## src/sv/assert_macros.svh

```systemverilog
// ---------------------------------------------------------------------------
// Assertion macros
// Shorthand for the clocked implication checks used in the RTL.
// ---------------------------------------------------------------------------
`ifndef ASSERT_MACROS_SVH
`define ASSERT_MACROS_SVH

// Same-cycle implication, disabled while reset is high.
`define ASSERT_IMPLIES(label, clk, rst, ante, cons) \
   label: assert property (@(posedge clk) disable iff (rst) (ante) |-> (cons)) \
      else $error("assertion failed");

// Next-cycle implication, disabled while reset is high.
`define ASSERT_NEXT(label, clk, rst, ante, cons) \
   label: assert property (@(posedge clk) disable iff (rst) (ante) |=> (cons)) \
      else $error("assertion failed");

`endif

```

## src/sv/dfr_pkg.sv

```systemverilog
// ---------------------------------------------------------------------------
// Delimited frame receiver package
// Shared types, register map, phase and error codes.
// ---------------------------------------------------------------------------
`default_nettype none

package dfr_pkg;

   localparam int DEFAULT_BUFFER_BYTES = 128;
   localparam int HEADER_BYTES         = 6;

   // Configuration port
   localparam int ADDR_W = 5;
   localparam int DATA_W = 32;

   typedef enum logic [2:0] {
      REG_START_DELIM = 3'd0,
      REG_END_DELIM   = 3'd1,
      REG_TYPE_REQ    = 3'd2,
      REG_TYPE_CNF    = 3'd3,
      REG_TYPE_RSP    = 3'd4,
      REG_TYPE_IND    = 3'd5
   } reg_index_type;

   localparam logic [7:0] RESET_START_DELIM = 8'd2;
   localparam logic [7:0] RESET_END_DELIM   = 8'd3;
   localparam logic [7:0] RESET_TYPE_REQ    = 8'd82;
   localparam logic [7:0] RESET_TYPE_CNF    = 8'd67;
   localparam logic [7:0] RESET_TYPE_RSP    = 8'd114;
   localparam logic [7:0] RESET_TYPE_IND    = 8'd105;

   typedef enum logic [2:0] {
      PH_WAIT_START = 3'd0,
      PH_WAIT_TYPE  = 3'd1,
      PH_HEADER     = 3'd2,
      PH_DATA       = 3'd3,
      PH_WAIT_END   = 3'd4
   } phase_type;

   localparam logic [2:0] ERR_NONE   = 3'd0;
   localparam logic [2:0] ERR_TYPE   = 3'd1;
   localparam logic [2:0] ERR_SUM    = 3'd2;
   localparam logic [2:0] ERR_LONG   = 3'd3;
   localparam logic [2:0] ERR_NO_END = 3'd4;

   typedef struct packed {
      logic [7:0] start_delim;
      logic [7:0] end_delim;
      logic [7:0] type_req;
      logic [7:0] type_cnf;
      logic [7:0] type_rsp;
      logic [7:0] type_ind;
   } cfg_type;

   // A received byte with its classification, as queued between front and back.
   typedef struct packed {
      logic [7:0] rx_byte;
      logic       is_start;
      logic       is_end;
      logic       type_ok;
   } cls_type;

   typedef struct packed {
      logic       store_valid;
      logic       store_bank;
      logic [6:0] store_index;
      logic       frame_done;
      logic [7:0] frame_length;
      logic       done_bank;
      logic [2:0] error_code;
   } result_type;

endpackage

`default_nettype wire

```

## src/sv/dfr_csr.sv

```systemverilog
// ---------------------------------------------------------------------------
// Frame receiver control registers
// APB-style register file holding delimiters and accepted packet types.
// ---------------------------------------------------------------------------
`default_nettype none

module dfr_csr import dfr_pkg::*; (
   input  logic              clock,
   input  logic              reset,
   input  logic              psel,
   input  logic              penable,
   input  logic              pwrite,
   input  logic [ADDR_W-1:0] paddr,
   input  logic [DATA_W-1:0] pwdata,
   output logic [DATA_W-1:0] prdata,
   output logic              pready,
   output cfg_type           cfg
);

   cfg_type       cfg_ff;
   reg_index_type index;
   logic          wr_en;
   logic [7:0]    rd_value;

   assign index  = reg_index_type'(paddr[ADDR_W-1:2]);
   assign wr_en  = psel && penable && pwrite;
   assign pready = 1'b1;
   assign cfg    = cfg_ff;

   always_ff @(posedge clock) begin
      if (reset) begin
         cfg_ff.start_delim <= RESET_START_DELIM;
         cfg_ff.end_delim   <= RESET_END_DELIM;
         cfg_ff.type_req    <= RESET_TYPE_REQ;
         cfg_ff.type_cnf    <= RESET_TYPE_CNF;
         cfg_ff.type_rsp    <= RESET_TYPE_RSP;
         cfg_ff.type_ind    <= RESET_TYPE_IND;
      end else if (wr_en) begin
         unique case (index)
            REG_START_DELIM: cfg_ff.start_delim <= pwdata[7:0];
            REG_END_DELIM:   cfg_ff.end_delim   <= pwdata[7:0];
            REG_TYPE_REQ:    cfg_ff.type_req    <= pwdata[7:0];
            REG_TYPE_CNF:    cfg_ff.type_cnf    <= pwdata[7:0];
            REG_TYPE_RSP:    cfg_ff.type_rsp    <= pwdata[7:0];
            REG_TYPE_IND:    cfg_ff.type_ind    <= pwdata[7:0];
            default: ;
         endcase
      end
   end

   always_comb begin
      unique case (index)
         REG_START_DELIM: rd_value = cfg_ff.start_delim;
         REG_END_DELIM:   rd_value = cfg_ff.end_delim;
         REG_TYPE_REQ:    rd_value = cfg_ff.type_req;
         REG_TYPE_CNF:    rd_value = cfg_ff.type_cnf;
         REG_TYPE_RSP:    rd_value = cfg_ff.type_rsp;
         REG_TYPE_IND:    rd_value = cfg_ff.type_ind;
         default:         rd_value = 8'd0;
      endcase
   end

   assign prdata = {{(DATA_W-8){1'b0}}, rd_value};

endmodule

`default_nettype wire

```

## src/sv/dfr_classify.sv

```systemverilog
// ---------------------------------------------------------------------------
// Frame receiver front end
// Compares each received byte against the delimiters and packet types.
// ---------------------------------------------------------------------------
`default_nettype none

module dfr_classify import dfr_pkg::*; (
   input  logic [7:0] rx_byte,
   input  cfg_type    cfg,
   output cls_type    cls
);

   always_comb begin
      cls.rx_byte  = rx_byte;
      cls.is_start = (rx_byte == cfg.start_delim);
      cls.is_end   = (rx_byte == cfg.end_delim);
      cls.type_ok  = (rx_byte == cfg.type_req) || (rx_byte == cfg.type_cnf) ||
                     (rx_byte == cfg.type_rsp) || (rx_byte == cfg.type_ind);
   end

endmodule

`default_nettype wire

```

## src/sv/dfr_queue.sv

```systemverilog
// ---------------------------------------------------------------------------
// Frame receiver byte queue
// Two-entry queue that decouples the front end from the frame parser.
// ---------------------------------------------------------------------------
`default_nettype none

module dfr_queue import dfr_pkg::*; (
   input  logic    clock,
   input  logic    reset,
   input  logic    push_valid,
   input  cls_type push_data,
   output logic    push_ready,
   output logic    pop_valid,
   output cls_type pop_data,
   input  logic    pop
);

   cls_type    entry_ff [2];
   logic       wr_ptr_ff;
   logic       rd_ptr_ff;
   logic [1:0] count_ff;
   logic [1:0] count_in;
   logic       push;

   assign push_ready = (count_ff != 2'd2);
   assign push       = push_valid && push_ready;
   assign pop_valid  = (count_ff != 2'd0);
   assign pop_data   = entry_ff[rd_ptr_ff];

   always_comb begin
      count_in = count_ff;
      if (push && !pop) begin
         count_in = count_ff + 2'd1;
      end else if (pop && !push) begin
         count_in = count_ff - 2'd1;
      end
   end

   always_ff @(posedge clock) begin
      if (reset) begin
         wr_ptr_ff <= 1'b0;
         rd_ptr_ff <= 1'b0;
         count_ff  <= 2'd0;
      end else begin
         count_ff <= count_in;
         if (push) begin
            wr_ptr_ff <= ~wr_ptr_ff;
         end
         if (pop) begin
            rd_ptr_ff <= ~rd_ptr_ff;
         end
      end
   end

   always_ff @(posedge clock) begin
      if (push) begin
         entry_ff[wr_ptr_ff] <= push_data;
      end
   end

endmodule

`default_nettype wire

```

## src/sv/dfr_parser.sv

```systemverilog
// ---------------------------------------------------------------------------
// Frame receiver parser
// Frame state machine with store addressing and a registered result stage.
// ---------------------------------------------------------------------------
`default_nettype none
`include "assert_macros.svh"

module dfr_parser import dfr_pkg::*; #(
   parameter int BUFFER_BYTES = DEFAULT_BUFFER_BYTES
) (
   input  logic       clock,
   input  logic       reset,
   input  logic       head_valid,
   input  cls_type    head,
   output logic       head_pop,
   output logic       rsp_valid,
   input  logic       rsp_ready,
   output result_type rsp
);

   localparam int NEED_W = $clog2(BUFFER_BYTES + 1);
   localparam int CNT_W  = (NEED_W > 8) ? NEED_W : 8;
   localparam logic [16:0] LIMIT    = 17'(BUFFER_BYTES);
   localparam logic [16:0] OVERHEAD = 17'(HEADER_BYTES + 1);

   phase_type        phase_ff,  phase_in;
   logic [CNT_W-1:0] idx_ff,    idx_in;
   logic [CNT_W-1:0] exp_ff,    exp_in;
   logic [7:0]       sum_ff,    sum_in;
   logic [7:0]       len_lo_ff, len_lo_in;
   logic [7:0]       len_hi_ff, len_hi_in;
   logic             bank_ff,   bank_in;
   logic             rsp_valid_ff;
   result_type       rsp_ff;
   result_type       res;
   logic [15:0]      payload;
   logic [16:0]      total;
   logic [CNT_W:0]   data_reach;
   logic [7:0]       b;

   assign head_pop   = head_valid && (!rsp_valid_ff || rsp_ready);
   assign rsp_valid  = rsp_valid_ff;
   assign rsp        = rsp_ff;
   assign b          = head.rx_byte;
   assign payload    = {len_hi_ff, len_lo_ff};
   assign total      = {1'b0, payload} + OVERHEAD;
   assign data_reach = {1'b0, idx_ff} + (CNT_W+1)'(2);

   always_comb begin
      phase_in  = phase_ff;
      idx_in    = idx_ff;
      exp_in    = exp_ff;
      sum_in    = sum_ff;
      len_lo_in = len_lo_ff;
      len_hi_in = len_hi_ff;
      bank_in   = bank_ff;
      res       = '0;

      unique case (phase_ff)
         PH_WAIT_START: begin
            if (head.is_start) begin
               res.store_valid = 1'b1;
               res.store_bank  = bank_ff;
               res.store_index = 7'd0;
               idx_in          = CNT_W'(1);
               sum_in          = 8'd0;
               phase_in        = PH_WAIT_TYPE;
            end
         end
         PH_WAIT_TYPE: begin
            if (!head.type_ok) begin
               res.error_code = ERR_TYPE;
               phase_in       = PH_WAIT_START;
            end else begin
               res.store_valid = 1'b1;
               res.store_bank  = bank_ff;
               res.store_index = idx_ff[6:0];
               idx_in          = idx_ff + CNT_W'(1);
               sum_in          = sum_ff + b;
               phase_in        = PH_HEADER;
            end
         end
         PH_HEADER: begin
            if (idx_ff == CNT_W'(3)) begin
               len_lo_in = b;
            end
            if (idx_ff == CNT_W'(4)) begin
               len_hi_in = b;
            end
            res.store_valid = 1'b1;
            res.store_bank  = bank_ff;
            res.store_index = idx_ff[6:0];
            idx_in          = idx_ff + CNT_W'(1);
            // The checksum byte is the last header byte; it is stored either way.
            if (idx_ff == CNT_W'(HEADER_BYTES - 1)) begin
               exp_in = CNT_W'(total);
               if (sum_ff != b) begin
                  res.error_code = ERR_SUM;
                  phase_in       = PH_WAIT_START;
               end else if (total > LIMIT) begin
                  res.error_code = ERR_LONG;
                  phase_in       = PH_WAIT_START;
               end else if (payload == 16'd0) begin
                  phase_in = PH_WAIT_END;
               end else begin
                  phase_in = PH_DATA;
               end
            end else begin
               sum_in = sum_ff + b;
            end
         end
         PH_DATA: begin
            res.store_valid = 1'b1;
            res.store_bank  = bank_ff;
            res.store_index = idx_ff[6:0];
            idx_in          = idx_ff + CNT_W'(1);
            if (data_reach >= {1'b0, exp_ff}) begin
               phase_in = PH_WAIT_END;
            end
         end
         PH_WAIT_END: begin
            if (head.is_end) begin
               res.store_valid  = 1'b1;
               res.store_bank   = bank_ff;
               res.store_index  = idx_ff[6:0];
               res.frame_done   = 1'b1;
               res.frame_length = exp_ff[7:0];
               res.done_bank    = bank_ff;
               idx_in           = idx_ff + CNT_W'(1);
               bank_in          = ~bank_ff;
            end else begin
               res.error_code = ERR_NO_END;
            end
            phase_in = PH_WAIT_START;
         end
         default: begin
            phase_in = PH_WAIT_START;
         end
      endcase
   end

   always_ff @(posedge clock) begin
      if (reset) begin
         phase_ff  <= PH_WAIT_START;
         idx_ff    <= '0;
         exp_ff    <= '0;
         sum_ff    <= 8'd0;
         len_lo_ff <= 8'd0;
         len_hi_ff <= 8'd0;
         bank_ff   <= 1'b0;
      end else if (head_pop) begin
         phase_ff  <= phase_in;
         idx_ff    <= idx_in;
         exp_ff    <= exp_in;
         sum_ff    <= sum_in;
         len_lo_ff <= len_lo_in;
         len_hi_ff <= len_hi_in;
         bank_ff   <= bank_in;
      end
   end

   always_ff @(posedge clock) begin
      if (reset) begin
         rsp_valid_ff <= 1'b0;
      end else if (head_pop) begin
         rsp_valid_ff <= 1'b1;
      end else if (rsp_ready) begin
         rsp_valid_ff <= 1'b0;
      end
   end

   always_ff @(posedge clock) begin
      if (head_pop) begin
         rsp_ff <= res;
      end
   end

   `ASSERT_IMPLIES(a_done_clean, clock, reset, rsp_valid_ff && rsp_ff.frame_done, rsp_ff.store_valid && (rsp_ff.error_code == ERR_NONE) && (rsp_ff.done_bank == rsp_ff.store_bank))
   `ASSERT_IMPLIES(a_drop_unstored, clock, reset, rsp_valid_ff && ((rsp_ff.error_code == ERR_TYPE) || (rsp_ff.error_code == ERR_NO_END)), !rsp_ff.store_valid)
   `ASSERT_IMPLIES(a_data_in_frame, clock, reset, phase_ff == PH_DATA, (idx_ff < exp_ff) && ({1'b0, exp_ff} <= (CNT_W+1)'(BUFFER_BYTES)))
   `ASSERT_NEXT(a_bank_flip, clock, reset, head_pop && (phase_ff == PH_WAIT_END) && head.is_end, bank_ff != $past(bank_ff))

endmodule

`default_nettype wire

```

## src/sv/delimited_frame_receiver_pingpong_top.sv

```systemverilog
// ---------------------------------------------------------------------------
// Delimited frame receiver with ping-pong store addressing
// Parses delimited frames with header checksum and reports store addresses.
// ---------------------------------------------------------------------------
//   Channel  Ports   Moves
//   request  req_*   one received link byte (req_rx_byte)
//   result   rsp_*   store address, frame completion and error code per byte
//   control  csr_*   APB-style access to delimiters and packet types
//
// One request is taken per clock while the two-entry queue has room; each
// yields one result through a queue entry and then the result register.
// Requests keep flowing while the result side stalls until the queue fills;
// the parser advances only when its result register is free or being taken.
// Reset is synchronous and leaves the block ready for a request at once.
// ---------------------------------------------------------------------------
`default_nettype none

module delimited_frame_receiver_pingpong_top import dfr_pkg::*; #(
   parameter int BUFFER_BYTES = DEFAULT_BUFFER_BYTES
) (
   input  logic              clock,
   input  logic              reset,
   input  logic              req_valid,
   output logic              req_ready,
   input  logic [7:0]        req_rx_byte,
   output logic              rsp_valid,
   input  logic              rsp_ready,
   output logic              rsp_store_valid,
   output logic              rsp_store_bank,
   output logic [6:0]        rsp_store_index,
   output logic              rsp_frame_done,
   output logic [7:0]        rsp_frame_length,
   output logic              rsp_done_bank,
   output logic [2:0]        rsp_error_code,
   input  logic              csr_psel,
   input  logic              csr_penable,
   input  logic              csr_pwrite,
   input  logic [ADDR_W-1:0] csr_paddr,
   input  logic [DATA_W-1:0] csr_pwdata,
   output logic [DATA_W-1:0] csr_prdata,
   output logic              csr_pready
);

   cfg_type    cfg;
   cls_type    cls;
   cls_type    head;
   logic       head_valid;
   logic       head_pop;
   result_type rsp;

   dfr_csr u_csr (
      .clock   (clock),
      .reset   (reset),
      .psel    (csr_psel),
      .penable (csr_penable),
      .pwrite  (csr_pwrite),
      .paddr   (csr_paddr),
      .pwdata  (csr_pwdata),
      .prdata  (csr_prdata),
      .pready  (csr_pready),
      .cfg     (cfg)
   );

   dfr_classify u_classify (
      .rx_byte (req_rx_byte),
      .cfg     (cfg),
      .cls     (cls)
   );

   dfr_queue u_queue (
      .clock      (clock),
      .reset      (reset),
      .push_valid (req_valid),
      .push_data  (cls),
      .push_ready (req_ready),
      .pop_valid  (head_valid),
      .pop_data   (head),
      .pop        (head_pop)
   );

   dfr_parser #(
      .BUFFER_BYTES (BUFFER_BYTES)
   ) u_parser (
      .clock      (clock),
      .reset      (reset),
      .head_valid (head_valid),
      .head       (head),
      .head_pop   (head_pop),
      .rsp_valid  (rsp_valid),
      .rsp_ready  (rsp_ready),
      .rsp        (rsp)
   );

   assign rsp_store_valid  = rsp.store_valid;
   assign rsp_store_bank   = rsp.store_bank;
   assign rsp_store_index  = rsp.store_index;
   assign rsp_frame_done   = rsp.frame_done;
   assign rsp_frame_length = rsp.frame_length;
   assign rsp_done_bank    = rsp.done_bank;
   assign rsp_error_code   = rsp.error_code;

endmodule

`default_nettype wire
```

## config.mk

```make
export PLATFORM = sky130hd
export DESIGN_NAME = delimited_frame_receiver_pingpong_top
export DESIGN_NICKNAME = d
export VERILOG_FILES = /design/src/sv/dfr_pkg.sv /design/src/sv/dfr_csr.sv /design/src/sv/dfr_classify.sv /design/src/sv/dfr_queue.sv /design/src/sv/dfr_parser.sv /design/src/sv/delimited_frame_receiver_pingpong_top.sv
export VERILOG_INCLUDE_DIRS = /design/src /design/src/sv
export SDC_FILE = /design/constraint.sdc
export NUM_CORES = 1
export LEC_CHECK = 0
export ABC_AREA = 1
export ABC_CLOCK_PERIOD_IN_PS = 2700
export BUFFER_PORTS_ARGS = -buffer_cell sky130_fd_sc_hd__buf_2
export CORE_MARGIN = 1.5
export CORE_UTILIZATION = 40
export CTS_BUF_LIST = sky130_fd_sc_hd__clkbuf_16
export DETAILED_ROUTE_END_ITERATION = 8
export PLACE_DENSITY_LB_ADDON = 0.1
export SLEW_MARGIN = 0
export SYNTH_ARGS = -nofsm -noshare
export SYNTH_HDL_FRONTEND = slang
export SYNTH_SLANG_ARGS = --single-unit
```

## constraint.sdc

```tcl
create_clock -name clock -period 2.7 [get_ports clock]
set_input_delay 0.27 -clock clock [delete_from_list [all_inputs] [get_ports clock]]
set_output_delay 0.27 -clock clock [all_outputs]
set_load 0.01 [all_outputs]
```

After elaboration in Yosys (flattened, before gate mapping)
Memory sizes are Yosys's and may differ from the RTL's. A register that Yosys moved wholly into a read port is not among the register bits.
Index checks and enable logic that the tools add are counted.
{"block": "op_classes", "addsub": 6, "order_cmp": 2, "n_eq_ne": 26, "muxes": 35, "bitwise_logic": 3, "n_reduce_logical": 36}
{"operator": "$eq 8x8->1", "count": 6}
{"operator": "$mux 8", "count": 6}
{"operator": "$pmux 8 s6", "count": 1}
{"operator": "$pmux 9 s4", "count": 1}
{"operator": "$pmux 8 s4", "count": 1}
{"operator": "$mux 3", "count": 9}
{"operator": "$pmux 8 s3", "count": 1}
{"operator": "$mux 19", "count": 1}
{"operator": "$mux 9", "count": 2}
{"operator": "$add 16x3->17 const B", "count": 1}
{"operator": "$gt 17x8->1 const B", "count": 1}
{"operator": "$eq 8x3->1 const B", "count": 2}
{"operator": "$logic_not 16->1", "count": 1}
{"operator": "$reduce_and 2->1", "count": 7}
{"operator": "$eq 3x2->1 const B", "count": 4}
{"operator": "$pmux 3 s4", "count": 1}
{"operator": "$reduce_and 3->1", "count": 4}
{"operator": "$reduce_and 5->1", "count": 2}
{"operator": "$add 8x2->9 const B", "count": 1}
{"operator": "$eq 3x3->1 const B", "count": 3}
{"operator": "$ge 9x8->1", "count": 1}
{"operator": "$pmux 3 s3", "count": 1}
{"operator": "$add 8x1->8 const B", "count": 1}
{"operator": "$add 8x8->8", "count": 1}
{"operator": "19 further kinds", "count": 49}
{"block": "totals", "ff_bits": 119, "ramBits": 22, "in_bits": 52, "out_inout_bits": 57, "wordCells": 133, "memories": 1}
{"name": "u_queue.entry_ff", "words": 2, "word_bits": 11, "rd": 1, "rd_clocked_by_memory_dff": 1, "wr": 1, "line": "dfr_queue.sv:18", "source": "cls_type entry_ff [2];"}

Depth between registers and ports, before layout
Gate-level depths: netlist of run 1.
{"block": "logic_depth", "word_depth": 6, "ltp_mapped": 17, "depth_no_buf": 17}

Hierarchy
From an unflattened synthesis of run 1, not the netlist that was laid out.
{"block": "hier_totals", "cells_unflattened": 1150, "area_unflattened_um2": 8289.2}
{"module": "dfr_parser", "instances": 1, "cells_each": 484, "area_each_um2": 3777.4}
{"module": "dfr_csr", "instances": 1, "cells_each": 398, "area_each_um2": 2547.4}
{"module": "dfr_queue", "instances": 1, "cells_each": 69, "area_each_um2": 1073.5}
{"module": "dfr_classify", "instances": 1, "cells_each": 199, "area_each_um2": 890.9}

Least setup slack after synthesis of run 1
No wires, ideal clock.
{"block": "synth_path", "kind": "reg2reg", "start": "reg (tool-made name)", "end": "reg u_parser.sum_ff[6]", "setup_time_ps": 71, "arrival_time_ps": 2069, "required_time_ps": 2629, "slack_ps": 561, "path_stages_with_launch": 14, "path_cell_list": "dfxtp_1 > buf_4 > mux2_2 > ha_1 > inv_1 > fa_1 > nand3b_1 > nand2_1 > nand2_1 > nand2_1 > a21oi_1 > xor2_1 > nand2_1 > a21oi_1"}
{"element": "to (signal assigned)", "line": "dfr_parser.sv:155", "source": "sum_ff <= sum_in;"}
{"element": "to (decl)", "line": "dfr_parser.sv:29", "source": "logic [7:0] sum_ff, sum_in;"}

==> results of run 1 <==
[placed cells by master (no fill, tap or decap), types with 3 or more instances in the layout]
cell	instances
inv_2	4
nor3_1	12
a22o_1	4
nand4_1	13
a221oi_1	4
o21ai_0	72
a311oi_1	3
nand3_1	61
nor4_1	7
mux2_2	6
nand3b_1	3
clkinv_2	3
nor2_4	7
buf_2	57
or2_2	5
edfxtp_1	44
o22ai_1	8
buf_4	15
xor2_1	24
clkinv_1	7
dfxtp_1	98
xnor2_1	22
nand2_1	155
conb_1	25
nor2_2	3
inv_1	109
a21oi_1	65
nor2_1	132
a22oi_1	6
clkbuf_16	19
nor3_2	4
ha_1	22
[per-stage QoR]
step                  util  instance area [um2]  total power [W]  cells  hold WS, ns
detailed placement  0.4330                 8073         0.004366   1244       0.4474
global route        0.4636                 8642         0.006921   1276       0.1738
global placement    0.4330                 8073         0.004358   1244       0.4332
floorplan                -                 7666         0.003842    986       0.3689
CTS                 0.4636                 8642         0.006640   1276       0.1624
finish              0.4636                 8642         0.006582   1276       0.1624
[power breakdown]
part           switching, W  internal (W)  total [W]  leakage [nW]
sequential         0.000125       0.00253    0.00266          1.22
combinational       0.00108      0.000572    0.00165          2.19
clock              0.000916       0.00136    0.00227         0.290
[cell families (layout without fill, tap and decap cells)]
logic type / after synthesis / in the layout
compound gates: 173 / 173
xor+xnor: 46 / 46
fa+ha+maj: 23 / 23
buf+inv: 163 / 219
flops: 142 / 142
mux: 6 / 6
other cells: 2 / 25
simple gates: 408 / 408
[registers in the layout (all words and copies together), names as in the netlist, named ones only]
| register | flops |
|---|---|
| u_parser.rsp_valid | 1 |
| u_parser.phase_ff | 3 |
| u_parser.bank_ff | 1 |
| u_parser.exp_ff | 8 |
| u_parser.len_lo_ff | 8 |
| u_queue.count_ff | 2 |
| u_csr.cfg | 48 |
| u_parser.rsp | 22 |
| u_queue.rd_ptr_ff | 1 |
| u_parser.sum_ff | 8 |
| u_parser.len_hi_ff | 8 |
| u_queue.entry_ff | 22 |
| u_queue.wr_ptr_ff | 1 |
| u_parser.idx_ff | 8 |
[worst register-to-register path, stage by stage, from the launching register on]
cell	delay, ns
dfxtp_1	0.57
buf_4	0.21
mux2_2	0.37
ha_1	0.34
inv_1	0.11
nand4_1	0.10
nor2_1	0.19
buf_4	0.16
nand3_1	0.08
nand2_1	0.08
nand3_1	0.08
a21oi_1	0.14
[worst paths after layout]
path	slack [ns]	startpoint	to
max	0.21	register	u_parser.phase_ff[2]$_SDFFE_PP0P_
min	0.16	csr_pwdata[3]	u_csr.cfg[3]$_SDFFE_PP1P_
max reg2reg	0.21	register	u_parser.phase_ff[2]$_SDFFE_PP0P_
min reg2reg	0.47	u_queue.rd_ptr_ff$_SDFFE_PP0P_	register
[area by class of cell]
class,instances,area [um2],area share
repair buffers,72,397.9,0.04604
well taps,234,292.8,0.03388
inverters,115,436.7,0.05053
multi-input cells,681,3662,0.4238
flip-flops and latches,142,3283,0.3799
clock buffers,19,475.5,0.05502
clock inverters,13,93.84,0.01086
[routing by layer]
| metal | up-vias | part of all wire |
|---|---|---|
| li1 | 3273 | - |
| met1 | 2937 | 0.45 |
| met2 | 119 | 0.50 |
| met3 | 15 | 0.032 |
| met4 | 0 | 0.012 |
| met5 | - | 0 |
==> results.sh, run 1 <==
export IMPL_status="finished, final reports clean"
export IMPL_setup_viol=0
export IMPL_maxSlewViolCount=0
export IMPL_async_reset_ff_frac=0
export IMPL_path_clk_slew_ns=0.06
export IMPL_drive_gt1_frac=0.1305
export IMPL_ys_ff_latch=142
export IMPL_grtUsageTotal=0.1988
export IMPL_numClockSinks=142
export IMPL_path_class="reg2reg"
export IMPL_grt_busiest_layer="met2"
export IMPL_cts_hold_buf=0
export IMPL_synth_most_common_cell="nand2_1"
export IMPL_worst_slack_ns=0.2130
export IMPL_max_cap_violations=0
export IMPL_p_leak_nw=3.694
export IMPL_cts_made_buffers=17
export IMPL_seq_area_frac_synth=0.4331
export IMPL_crit_family="flip-flops"
export IMPL_place_gp_congestion=0.8507
export IMPL_vias=6344
export IMPL_critPathBufInv=3
export IMPL_synth_area_top_cells="dfxtp_1 (26%), edfxtp_1 (17%), nand2_1 (7.7%)"
export IMPL_netlist_area_mm2=0.007580
export IMPL_crit_path_start_kind="register"
export IMPL_synth_compound_area_frac=0.1297
export IMPL_use_met3=0.03329
export IMPL_period_minus_slack_ns=2.487
export IMPL_ys_top_cells_by_count="nand2_1 (155), nor2_1 (132), inv_1 (108)"
export IMPL_port_buffers=57
export IMPL_cts_tree="done"
export IMPL_synthAdderAreaFrac=0.03896
export IMPL_firstDrtPassIters=5
export IMPL_nets=1104
export IMPL_drt_iter0_drc=444
export IMPL_drt_total_wl_um=19480
export IMPL_worstPathArrival_ns=2.84
export IMPL_cts_root_buf="clkbuf_16"
export IMPL_syn_area_per_cell_um2=7.871
export IMPL_fillers=1915
export IMPL_place_ws_ns=0.2392
export IMPL_grt_util_met1=0.2471
export IMPL_yosys_warnings=0
export IMPL_fp_row_count=50
export IMPL_critPathRequiredTime_ns=3.06
export IMPL_antenna_cells=0
export IMPL_via_per_inst=4.972
export IMPL_use_met2=0.3482
export IMPL_hold_path_class="in2reg"
export IMPL_initial_core_util=0.4066
export IMPL_cp_slowest_cell="dfxtp_1"
export IMPL_cts_setup_buffers=0
export IMPL_synth_distinct_cells=50
export IMPL_die_area_mm2=0.01978
export IMPL_clock_fmax_ghz=0.4021
export IMPL_max_stage_delay_ns=0.57
export IMPL_min_path_cells=3
export IMPL_fin_crit_sh=0.9211
export IMPL_fin_tns_setup_ns=0
export IMPL_synthSimpleGateAreaFrac=0.2400
export IMPL_clk_path_buf_depth=2
export IMPL_core_area_mm2=0.01864
export IMPL_synth_top_family_by_area="simple AND/OR/NAND/NOR gates"
export IMPL_worst_path_stages=11
export IMPL_yosysTopAreaCellShare=0.2588
export IMPL_clkLatencyLatePin_ns=0.43
export IMPL_ant_nets=0
export IMPL_antenna_found_initial=0
export IMPL_ir_worst_vdd_mv=0.5093
export IMPL_rsz0062_at_grt="false"
export IMPL_htreeDepth=4
export IMPL_die_height_um=140.7
export IMPL_synth_area_mux_share=0.008914
export IMPL_hold_viol_final=0
export IMPL_critPathMaxFanout=8
export IMPL_slew_headroom=0.5519
export IMPL_cts_resized=0
export IMPL_dp_hpwl_um=14530
export IMPL_syn2layout_area_growth_pct=14.01
export IMPL_critPathCaptureType="register"
export IMPL_wl_per_cell_um=15.27
export IMPL_crit_path_cell_trace="buf_4 > mux2_2 > ha_1 > inv_1 > nand4_1 > nor2_1 > buf_4 > nand3_1 > nand2_1 > nand3_1 > a21oi_1"
export IMPL_route_detailed_drc=0
export IMPL_finalClockSkew_ns=0.01312
export IMPL_synth_xor_area_frac=0.05315
export IMPL_yosysTopAreaCell="dfxtp_1"
export IMPL_power_density_mw_per_mm2=761.6
export IMPL_dieWidth_um=140.7
export IMPL_synthCells=963
export IMPL_synth_edf_count=44
export IMPL_worst_slew_pin_slew_ns=0.6686
export IMPL_grt_pass1_vias=5763
export IMPL_overflow=0
export IMPL_yosys_most_used_dff="dfxtp_1"
export IMPL_reg2reg_depth=11
export IMPL_grt_max_degree=43
export IMPL_pin_count=109
export IMPL_grt_pass1_wl_um=30340
No activity file was read; power rests on OpenSTA's default activity.
==> inputs of run 2 (changes only) <==
--- a/config.mk
+++ b/config.mk
@@ -7,10 +7,10 @@
 export NUM_CORES = 1
 export LEC_CHECK = 0
 export ABC_AREA = 1
-export ABC_CLOCK_PERIOD_IN_PS = 2700
+export ABC_CLOCK_PERIOD_IN_PS = 2900
 export BUFFER_PORTS_ARGS = -buffer_cell sky130_fd_sc_hd__buf_2
 export CORE_MARGIN = 1.5
-export CORE_UTILIZATION = 40
+export CORE_UTILIZATION = 30
 export CTS_BUF_LIST = sky130_fd_sc_hd__clkbuf_16
 export DETAILED_ROUTE_END_ITERATION = 8
 export PLACE_DENSITY_LB_ADDON = 0.1
==> constraint.sdc (replaced) <==
create_clock -name clock -period 2.9 [get_ports clock]
set_input_delay 0.29 -clock clock [delete_from_list [all_inputs] [get_ports clock]]
set_output_delay 0.29 -clock clock [all_outputs]
set_load 0.01 [all_outputs]
==> results.sh, run 2 (synthesized netlist as in run 1, its figures left out) <==
export IMPL_status="finished, final reports clean"
export IMPL_nets=1101
export IMPL_wl_per_cell_um=15.17
export IMPL_via_per_inst=4.609
export IMPL_port_buffers=57
export IMPL_hold_viol_final=0
export IMPL_fin_tns_setup_ns=0
export IMPL_pin_count=109
export IMPL_p_int_w=0.004212
export IMPL_power_density_mw_per_mm2=710.4
export IMPL_power_frac_seq=0.398
export IMPL_grtUsageTotal=0.1639
export IMPL_path_class="reg2reg"
export IMPL_largest_reg_flops=48
export IMPL_combPwrFrac=0.245
export IMPL_htreeDepth=4
export IMPL_crit_path_start_kind="register"
export IMPL_path_common_cell="nand3_1"
export IMPL_cp_slowest_cell="dfxtp_1"
export IMPL_ir_worst_vdd_mv=0.3472
export IMPL_maxSlewViolCount=0
export IMPL_finalClockSkew_ns=0.01008
export IMPL_dieWidth_um=162.0
export IMPL_use_met3=0.02937
export IMPL_layout_commonest_cell="nand2_1"
export IMPL_cts_tree="done"
export IMPL_critPathCaptureType="register"
export IMPL_antenna_cells=0
export IMPL_cts_made_buffers=17
export IMPL_overflow=0
export IMPL_drt_iter0_drc=332
export IMPL_grt_busiest_layer="met2"
export IMPL_crit_path_cell_trace="mux2_2 > ha_1 > nor3_1 > nand4_1 > nor2_1 > nand3_1 > nand2_1 > nand3_1 > a21oi_1"
export IMPL_p_leak_nw=3.680
export IMPL_slew_headroom=0.5538
export IMPL_die_area_mm2=0.02623
export IMPL_setup_viol=0
export IMPL_max_cap_violations=0
export IMPL_sw_frac_of_total=0.3220
export IMPL_drt_total_wl_um=20680
export IMPL_route_detailed_drc=0
export IMPL_dp_hpwl_um=15770
export IMPL_worstPathArrival_ns=2.85
export IMPL_critPathBufInv=0
export IMPL_worst_slew_pin_slew_ns=0.6657
export IMPL_grt_pass1_wl_um=33190
export IMPL_cts_setup_buffers=0
export IMPL_clkLatencyLatePin_ns=0.43
export IMPL_hold_path_class="in2reg"
export IMPL_clock_fmax_ghz=0.4015
export IMPL_initial_core_util=0.3090
export IMPL_crit_family="simple AND/OR/NAND/NOR gates"
export IMPL_cts_resized=0
export IMPL_antenna_found_initial=0
export IMPL_syn2layout_area_growth_pct=15.37
export IMPL_clk_path_buf_depth=2
export IMPL_die_height_um=162.0
export IMPL_final_cell_mix="nand2_1 (155), nor2_1 (132), inv_1 (110)"
export IMPL_critPathRequiredTime_ns=3.26
export IMPL_placedCellCount=1331
export IMPL_fp_row_count=57
export IMPL_firstDrtPassIters=4
export IMPL_fin_crit_sh=0.8589
export IMPL_place_gp_congestion=0.7903
export IMPL_use_met2=0.2915
export IMPL_rsz0062_at_grt="false"
export IMPL_p_sw_w=0.002000
export IMPL_p_clk_frac=0.358
export IMPL_grt_pass1_vias=6214
export IMPL_max_stage_delay_ns=0.58
export IMPL_numClockSinks=142
export IMPL_core_area_mm2=0.02453
export IMPL_period_minus_slack_ns=2.491
export IMPL_path_clk_slew_ns=0.06
export IMPL_cts_hold_buf=0
export IMPL_grt_max_degree=50
export IMPL_critPathMaxFanout=11
export IMPL_vias=6282
export IMPL_cts_root_buf="clkbuf_16"
export IMPL_ant_nets=0
export IMPL_fin_cells=1363
export IMPL_drive_gt1_frac=0.1290
export IMPL_grt_util_met1=0.2007
-- run 2: path summary, 6_finish.rpt --
kind | cells after the start | from | slack [ns] | endpoint
max | 9 | register | 0.41 | u_parser.phase_ff[2]$_SDFFE_PP0P_
min | 4 | rsp_ready | 0.18 | u_parser.rsp_valid$_SDFFE_PP0P_
max reg2reg | 9 | register | 0.41 | u_parser.phase_ff[2]$_SDFFE_PP0P_
min reg2reg | 1 | u_queue.rd_ptr_ff$_SDFFE_PP0P_ | 0.45 | u_queue.rd_ptr_ff$_SDFFE_PP0P_
-- run 2: power by group through the flow --
stage | Sequential (W) | Clock (W) | Combinational [W]
2_1_floorplan | 0.00257 | 0 | 0.00101
3_3_place_gp | 0.00252 | 0 | 0.00155
3_5_place_dp | 0.00252 | 0 | 0.00155
4_1_cts | 0.00248 | 0.00228 | 0.00155
5_1_grt | 0.00250 | 0.00235 | 0.00172
6_report | 0.00247 | 0.00222 | 0.00152
-- run 2: worst reg2reg max path: stages (launching register included) --
cell and delay (ns):
dfxtp_1 0.58, mux2_2 0.43, ha_1 0.37, nor3_1 0.22, nand4_1 0.12, nor2_1 0.29
nand3_1 0.14, nand2_1 0.08, nand3_1 0.07, a21oi_1 0.13
-- run 2: area by class of cell --
type	count	area [um2]
multi-input cells	681	3662
clock buffers	17	425.4
well taps	324	405.4
repair buffers	69	375.4
clock inverters	15	156.4
inverters	115	436.7
fillers	2669	15790
flip-flops and latches	142	3283
-- run 2: per-layer routing --
metal	routed length [um]	vias to the layer above
met1	9625	2919
met5	0	-
met3	529	24
li1	-	3260
met2	10200	79
met4	330	0
-- run 2: through the flow --
stage                     utilization  setup slack [ns]  area, um2  hold slack, ns  total power [W]
after floorplan                     -            0.7605       7666          0.3889         0.003577
after global placement         0.3327            0.3929       8163          0.4444         0.004063
after detailed placement       0.3327            0.3503       8163          0.4490         0.004068
after CTS                      0.3564            0.3344       8745          0.1702         0.006306
after global routing           0.3564           0.07095       8745          0.2045         0.006575
final                          0.3564            0.4092       8745          0.1803         0.006212
